$ cat config.mk
export PLATFORM = sky130hd
export DESIGN_NAME = modular_inverse_unit_core
export DESIGN_NICKNAME = d
export VERILOG_FILES = /design/src/design/miu_pkg.sv /design/src/design/modular_inverse_unit_core.sv /design/src/design/miu_div.sv
export SDC_FILE = /design/constraint.sdc
export NUM_CORES = 1
export LEC_CHECK = 0
export BUFFER_PORTS_ARGS = -buffer_cell sky130_fd_sc_hd__buf_2
export CORE_MARGIN = 5
export CORE_UTILIZATION = 50
export CTS_BUF_LIST = sky130_fd_sc_hd__clkbuf_4
export CTS_CLUSTER_SIZE = 12
export DETAILED_ROUTE_END_ITERATION = 8
export HOLD_SLACK_MARGIN = 0.05
export PLACE_DENSITY = 0.68
export SYNTH_ARGS = -nofsm -noshare
export SYNTH_HDL_FRONTEND = slang
export SYNTH_HIERARCHICAL = 1
export SYNTH_SLANG_ARGS = --single-unit
export TNS_END_PERCENT = 100
$ cat constraint.sdc
create_clock -name clk -period 11.8 [get_ports clk]
set_input_delay 2.36 -clock clk [delete_from_list [all_inputs] [get_ports clk]]
set_output_delay 2.36 -clock clk [all_outputs]
set_load 0.02 [all_outputs]
$ cat src/design/miu_pkg.sv
// ---------------------------------------------------------------------------
// miu_pkg
// Shared constants and handshake types of the modular inverse unit.
// ---------------------------------------------------------------------------
package miu_pkg;

  // default operand width
  localparam int WIDTH_DEF = 32;

  // configuration port
  localparam int          CFG_AW      = 3;
  localparam logic [31:0] MODULUS_RST = 32'd2;
  localparam logic        REG_MODULUS = 1'b0;

  // sequencer to divider
  typedef struct packed {
    logic start;
  } miu_div_req_t;

  // divider to sequencer
  typedef struct packed {
    logic busy;
    logic done;
  } miu_div_sts_t;

endpackage

$ cat src/design/modular_inverse_unit_core.sv
// ---------------------------------------------------------------------------
// modular_inverse_unit_core
// Modular inverse by the iterative extended Euclidean algorithm.
// ---------------------------------------------------------------------------
// Returns operand^-1 mod N for the modulus N held in the configuration
// register (reset value 2), or inverse 0 with no_inverse set when
// gcd(operand, N) > 1, when the operand is 0 or when N is below 2. One
// operand is worked on at a time; in_ready is high only while the unit is
// idle. Each Euclid step runs one pass of the shared bit-serial divider:
// a check of the remainder, the divide itself and the update of the
// remainders and coefficients. The number of steps depends on the data and
// is at most about 1.44*WIDTH+2; an operand of 1 or an N below 2 needs no
// divide step at all.
// A finished result sits in the output register while the next operand is
// taken.
// ---------------------------------------------------------------------------
module modular_inverse_unit_core #(
  parameter int WIDTH = miu_pkg::WIDTH_DEF
) (
  input  logic                       clk,
  input  logic                       rst_n,
  // operand channel
  input  logic                       in_valid,
  output logic                       in_ready,
  input  logic [31:0]                in_operand,
  // result channel
  output logic                       out_valid,
  input  logic                       out_ready,
  output logic [31:0]                out_inverse,
  output logic                       out_no_inverse,
  // configuration port
  input  logic                       cfg_psel,
  input  logic                       cfg_penable,
  input  logic                       cfg_pwrite,
  input  logic [miu_pkg::CFG_AW-1:0] cfg_paddr,
  input  logic [31:0]                cfg_pwdata,
  output logic [31:0]                cfg_prdata,
  output logic                       cfg_pready
);

  typedef enum logic [3:0] {
    ST_IDLE  = 4'b0001,
    ST_CHECK = 4'b0010,
    ST_DIV   = 4'b0100,
    ST_FIN   = 4'b1000
  } state_t;

  state_t             state_r, state_nxt;
  logic [31:0]        modulus_r, modulus_nxt;
  logic [WIDTH-1:0]   x_r, x_nxt;
  logic [WIDTH-1:0]   y_r, y_nxt;
  logic [WIDTH:0]     vx_r, vx_nxt;
  logic [WIDTH:0]     vy_r, vy_nxt;
  logic               fail_r, fail_nxt;
  logic               out_valid_r, out_valid_nxt;
  logic [31:0]        out_inverse_r, out_inverse_nxt;
  logic               out_no_inverse_r, out_no_inverse_nxt;

  logic               cfg_wr;
  logic               cfg_sel_mod;
  logic               in_xfer;
  logic               out_free;
  logic [WIDTH-1:0]   n_w;
  logic [WIDTH-1:0]   fixed;

  miu_pkg::miu_div_req_t div_req;
  miu_pkg::miu_div_sts_t div_sts;
  logic [WIDTH-1:0]      div_rem;
  logic [WIDTH:0]        div_prod;

  // configuration register
  assign cfg_pready  = 1'b1;
  assign cfg_sel_mod = (cfg_paddr[miu_pkg::CFG_AW-1] == miu_pkg::REG_MODULUS);
  assign cfg_wr      = cfg_psel & cfg_penable & cfg_pwrite & cfg_pready;
  assign modulus_nxt = (cfg_wr && cfg_sel_mod) ? cfg_pwdata : modulus_r;
  assign cfg_prdata  = cfg_sel_mod ? modulus_r : '0;

  // working modulus and final sign fix-up
  assign n_w   = WIDTH'(modulus_r);
  assign fixed = vy_r[WIDTH] ? (vy_r[WIDTH-1:0] + n_w) : vy_r[WIDTH-1:0];

  assign in_ready = (state_r == ST_IDLE);
  assign in_xfer  = in_valid & in_ready;
  assign out_free = ~out_valid_r | out_ready;

  // sequencer
  always_comb begin
    state_nxt          = state_r;
    x_nxt              = x_r;
    y_nxt              = y_r;
    vx_nxt             = vx_r;
    vy_nxt             = vy_r;
    fail_nxt           = fail_r;
    out_valid_nxt      = out_valid_r & ~out_ready;
    out_inverse_nxt    = out_inverse_r;
    out_no_inverse_nxt = out_no_inverse_r;
    div_req.start      = 1'b0;
    unique case (state_r)
      ST_IDLE: begin
        if (in_xfer) begin
          x_nxt     = n_w;
          y_nxt     = WIDTH'(in_operand);
          vx_nxt    = '0;
          vy_nxt    = (WIDTH+1)'(1);
          fail_nxt  = ((n_w >> 1) == '0);
          state_nxt = ST_CHECK;
        end
      end
      ST_CHECK: begin
        if (fail_r || y_r == WIDTH'(1)) begin
          state_nxt = ST_FIN;
        end else if (y_r == '0) begin
          fail_nxt  = 1'b1;
          state_nxt = ST_FIN;
        end else begin
          div_req.start = 1'b1;
          state_nxt     = ST_DIV;
        end
      end
      ST_DIV: begin
        // (x, y) <= (y, x mod y); coefficient update vx - q*vy
        if (div_sts.done) begin
          x_nxt     = y_r;
          y_nxt     = div_rem;
          vx_nxt    = vy_r;
          vy_nxt    = vx_r - div_prod;
          state_nxt = ST_CHECK;
        end
      end
      ST_FIN: begin
        if (out_free) begin
          out_valid_nxt      = 1'b1;
          out_inverse_nxt    = fail_r ? '0 : 32'(fixed);
          out_no_inverse_nxt = fail_r;
          state_nxt          = ST_IDLE;
        end
      end
      default: begin
        state_nxt = ST_IDLE;
      end
    endcase
  end

  always_ff @(posedge clk) begin
    if (!rst_n) begin
      state_r     <= ST_IDLE;
      modulus_r   <= miu_pkg::MODULUS_RST;
      fail_r      <= 1'b0;
      out_valid_r <= 1'b0;
    end else begin
      state_r     <= state_nxt;
      modulus_r   <= modulus_nxt;
      fail_r      <= fail_nxt;
      out_valid_r <= out_valid_nxt;
    end
  end

  // datapath, no reset
  always_ff @(posedge clk) begin
    x_r              <= x_nxt;
    y_r              <= y_nxt;
    vx_r             <= vx_nxt;
    vy_r             <= vy_nxt;
    out_inverse_r    <= out_inverse_nxt;
    out_no_inverse_r <= out_no_inverse_nxt;
  end

  miu_div #(
    .WIDTH (WIDTH)
  ) u_div (
    .clk      (clk),
    .rst_n    (rst_n),
    .req      (div_req),
    .dividend (x_r),
    .divisor  (y_r),
    .coef     (vy_r),
    .sts      (div_sts),
    .rem      (div_rem),
    .prod     (div_prod)
  );

  assign out_valid      = out_valid_r;
  assign out_inverse    = out_inverse_r;
  assign out_no_inverse = out_no_inverse_r;

endmodule

$ cat src/design/miu_div.sv
// ---------------------------------------------------------------------------
// miu_div
// Shared restoring divider, one quotient bit per cycle. Alongside the
// quotient it accumulates quotient * coef modulo 2^(WIDTH+1) by shift-add.
// ---------------------------------------------------------------------------
module miu_div #(
  parameter int WIDTH = miu_pkg::WIDTH_DEF
) (
  input  logic                 clk,
  input  logic                 rst_n,
  input  miu_pkg::miu_div_req_t req,
  input  logic [WIDTH-1:0]     dividend,
  input  logic [WIDTH-1:0]     divisor,
  input  logic [WIDTH:0]       coef,
  output miu_pkg::miu_div_sts_t sts,
  output logic [WIDTH-1:0]     rem,
  output logic [WIDTH:0]       prod
);

  localparam int CW = $clog2(WIDTH + 1);

  logic             busy_r, busy_nxt;
  logic             done_r, done_nxt;
  logic [CW-1:0]    cnt_r, cnt_nxt;
  logic [WIDTH-1:0] rem_r, rem_nxt;
  logic [WIDTH-1:0] dvd_r, dvd_nxt;
  logic [WIDTH-1:0] dsr_r, dsr_nxt;
  logic [WIDTH:0]   coef_r, coef_nxt;
  logic [WIDTH:0]   prod_r, prod_nxt;

  logic [WIDTH:0]   rem_sh;
  logic [WIDTH+1:0] diff;
  logic             qbit;
  logic [WIDTH:0]   prod_sh;

  // one restoring step
  always_comb begin
    rem_sh  = {rem_r, dvd_r[WIDTH-1]};
    diff    = {1'b0, rem_sh} - {2'b00, dsr_r};
    qbit    = ~diff[WIDTH+1];
    prod_sh = {prod_r[WIDTH-1:0], 1'b0};
  end

  // sequencing of the steps
  always_comb begin
    busy_nxt = busy_r;
    done_nxt = 1'b0;
    cnt_nxt  = cnt_r;
    rem_nxt  = rem_r;
    dvd_nxt  = dvd_r;
    dsr_nxt  = dsr_r;
    coef_nxt = coef_r;
    prod_nxt = prod_r;
    if (req.start) begin
      busy_nxt = 1'b1;
      cnt_nxt  = CW'(WIDTH);
      rem_nxt  = '0;
      dvd_nxt  = dividend;
      dsr_nxt  = divisor;
      coef_nxt = coef;
      prod_nxt = '0;
    end else if (busy_r) begin
      rem_nxt  = qbit ? diff[WIDTH-1:0] : rem_sh[WIDTH-1:0];
      dvd_nxt  = {dvd_r[WIDTH-2:0], 1'b0};
      prod_nxt = qbit ? (prod_sh + coef_r) : prod_sh;
      cnt_nxt  = cnt_r - CW'(1);
      if (cnt_r == CW'(1)) begin
        busy_nxt = 1'b0;
        done_nxt = 1'b1;
      end
    end
  end

  always_ff @(posedge clk) begin
    if (!rst_n) begin
      busy_r <= 1'b0;
      done_r <= 1'b0;
      cnt_r  <= '0;
    end else begin
      busy_r <= busy_nxt;
      done_r <= done_nxt;
      cnt_r  <= cnt_nxt;
    end
  end

  // datapath, no reset
  always_ff @(posedge clk) begin
    rem_r  <= rem_nxt;
    dvd_r  <= dvd_nxt;
    dsr_r  <= dsr_nxt;
    coef_r <= coef_nxt;
    prod_r <= prod_nxt;
  end

  assign sts.busy = busy_r;
  assign sts.done = done_r;
  assign rem      = rem_r;
  assign prod     = prod_r;

endmodule

==> results.cfg <==
[clocking]
clk_latency_ns = 0.84
holdBufCountCts = 0
tritoncts = yes
cts_root_buf = clkbuf_4
cts_buffers = 100
clock_path_buffers = 3
cts.clk_slew.worst_paths_ns = 0.06
post_cts_buffers = 0
cts-htree-levels = 3
clkSinkCount = 371
cts_resized = 0

[sta]
post-route-period-util_pct = 46.79
rsz0062_at_grt = false
finClkSkew_ns = 0.07999
hold_viol = 0
period_minus_slack_ns = 5.521
final.setup.tns_ns = 0
setup_viol = 0
drv_slew = 0
relSlewSlack_pct = 25.37
worst_slew_pin_slew_ns = 1.117
fmax_mhz = 181.1

[detailed_routing]
drtPass1Iterations = 7
drcViolationCount = 0
routed_wl_mm = 61.75
drt-initial-drc-count = 1694
vias_per_cell = 5.830
final_antenna_net_count = 0
wl_per_cell_um = 20.24
num_vias = 17788

[floorplan]
die_w_um = 217.3
std_cell_rows = 76
die-area_um2 = 47220
ios = 142
start_util_pct = 50.21
core_area_um2 = 42790
die_h_um = 217.3

[run_status]
status = completed

[worst_setup_path]
cp_top_family = buffers and inverters
reg2regPathDepth = 10
cp_common_cell = buf_2
crit_chain = buf_2, nor2b_1, buf_2
r2r_slack_ns = 7.90
critPathLaunchType = input pin
path_buf_inv = 2
r2r-start = u_div/rem[0]
worst_setup_path_end_kind = output port
startpoint = cfg_paddr[2]
crit_type = in -> out
critPathSlowestCell = buf_2
crit_arrival_ns = 3.16
path_max_fanout = 34
required_ns = 9.44
worst-path-stages = 3
cp_slowest_stage_delay_ns = 0.47

[pwr]
cellLeakagePower_nw = 10.11
ir_drop_mv = 0.08428
p_per_area_nw_per_um2 = 217.8

[finish]
drive_gt1_share_pct = 15.14
final-instance-count-excl-fill = 3051
seqCellArea_um2 = 10030
fin_nets = 2624
multiInputGateArea_um2 = 10660
syn_to_final_growth_pct = 11.47
fillers = 3868

[global_route]
grt-ovfl-total = 0
grt_pass1_vias = 17377
grt_usage_pct = 25.53
grt_pass1_wl_mm = 95.82
grt_max_degree = 78
antenna_found_initial = 3

[yosys]
synth_fp_nets = 2475
synth_cells = 2269
synth_area_um2 = 21490
ys_warn_count = 6
avgSynthCellArea_um2 = 9.469

[min_path]
hp-class = reg -> reg
worstHoldStart = y_r[5]
worstHoldPathCells = 0

[placement]
place_inst = 2862
dp_hpwl_mm = 43.40
place.gp.congestion = 0.9383
portBuffers = 138

[run]
drv_cap = 0
==> per-stage QoR <==
| stage | utilization (%) | hold WS (ns) | instance area, µm² | setup WS, ns | power [mW] |
|---|---|---|---|---|---|
| final | 55.97 | 0.4788 | 23950 | 6.279 | 5.217 |
| after CTS | 55.96 | 0.4758 | 23950 | 6.296 | 5.215 |
| after global placement | 52.83 | 0.4425 | 22610 | 6.377 | 3.962 |
| after detailed placement | 52.83 | 0.4436 | 22610 | 6.304 | 4.001 |
| after floorplan | - | 0.4064 | 21490 | 4.181 | 3.507 |
| after global routing | 55.97 | 0.5042 | 23950 | 6.205 | 5.578 |
==> cell usage in the layout, fill, tap and decap left out, drive strengths merged, types with 12 or more instances in the layout <==
cell type	instances
nor2	165
o21a	18
mux2	31
nand3	35
dfxtp	111
and2	39
a211oi	30
a22o	12
nand2	424
xor2	37
o21ai	87
mux2i	18
clkbuf	160
a21boi	36
and3	15
nor2b	49
xnor2	67
nand2b	16
ha	128
nor3	25
a21o	65
a311oi	28
nor4	20
a21oi	159
inv	106
nand4	27
o21bai	23
clkinv	24
o211ai	14
a31oi	19
buf	157
edfxtp	260
==> where the power goes <==
part           leakage [nW]  switching [mW]  internal [mW]
Sequential             3.36           0.210           1.64
Clock                 0.793           0.556          0.635
Combinational          5.96            1.31          0.862
Total                  10.1            2.08           3.14
==> flip-flops by register name (all words and copies together) (netlist names), 4 cells and up <==
signal / count
u_div/coef_r: 33
u_div/prod: 33
vx_r: 33
vy_r: 33
modulus_r: 32
out_inverse: 32
u_div/dsr_r: 32
u_div/dvd_r: 32
u_div/rem: 32
x_r: 32
y_r: 32
u_div/cnt_r: 6
state_r: 4
==> per-layer routing <==
| metal | share of wire, % | GRT usage [%] |
|---|---|---|
| met5 | 0.029 | 0 |
| met4 | 2.8 | 8.384 |
| met3 | 7.7 | 5.648 |
| met2 | 45 | 39.77 |
| met1 | 44 | 35.69 |
==> area by class of cell <==
| type | count | share of cell area, % |
|---|---|---|
| multi-input combinational | 1682 | 44.51 |
| clock buffer | 160 | 5.015 |
| inverter | 106 | 1.661 |
| tap | 546 | 2.852 |
| clock inverter | 27 | 0.5747 |
| sequential | 371 | 41.88 |
| antenna | 2 | 0.02090 |
| timing repair buffer | 157 | 3.479 |
==> worst register-to-register path: stages (launching register included) <==
cell and delay (ns):
dfxtp_1 0.42, ha_1 0.26, nor2b_1 0.14, o31a_1 0.27, o31a_1 0.36, o31a_1 0.42
a31oi_4 0.33, o21a_2 0.66, buf_4 0.52, nand2_1 0.11, a311oi_1 0.28
==> final timing paths <==
check                    to
max           cfg_prdata[4]
min          u_div/dsr_r[5]
max reg2reg   u_div/prod[5]
min reg2reg  u_div/dsr_r[5]
Note: power is estimated with default switching activity, not from simulation.
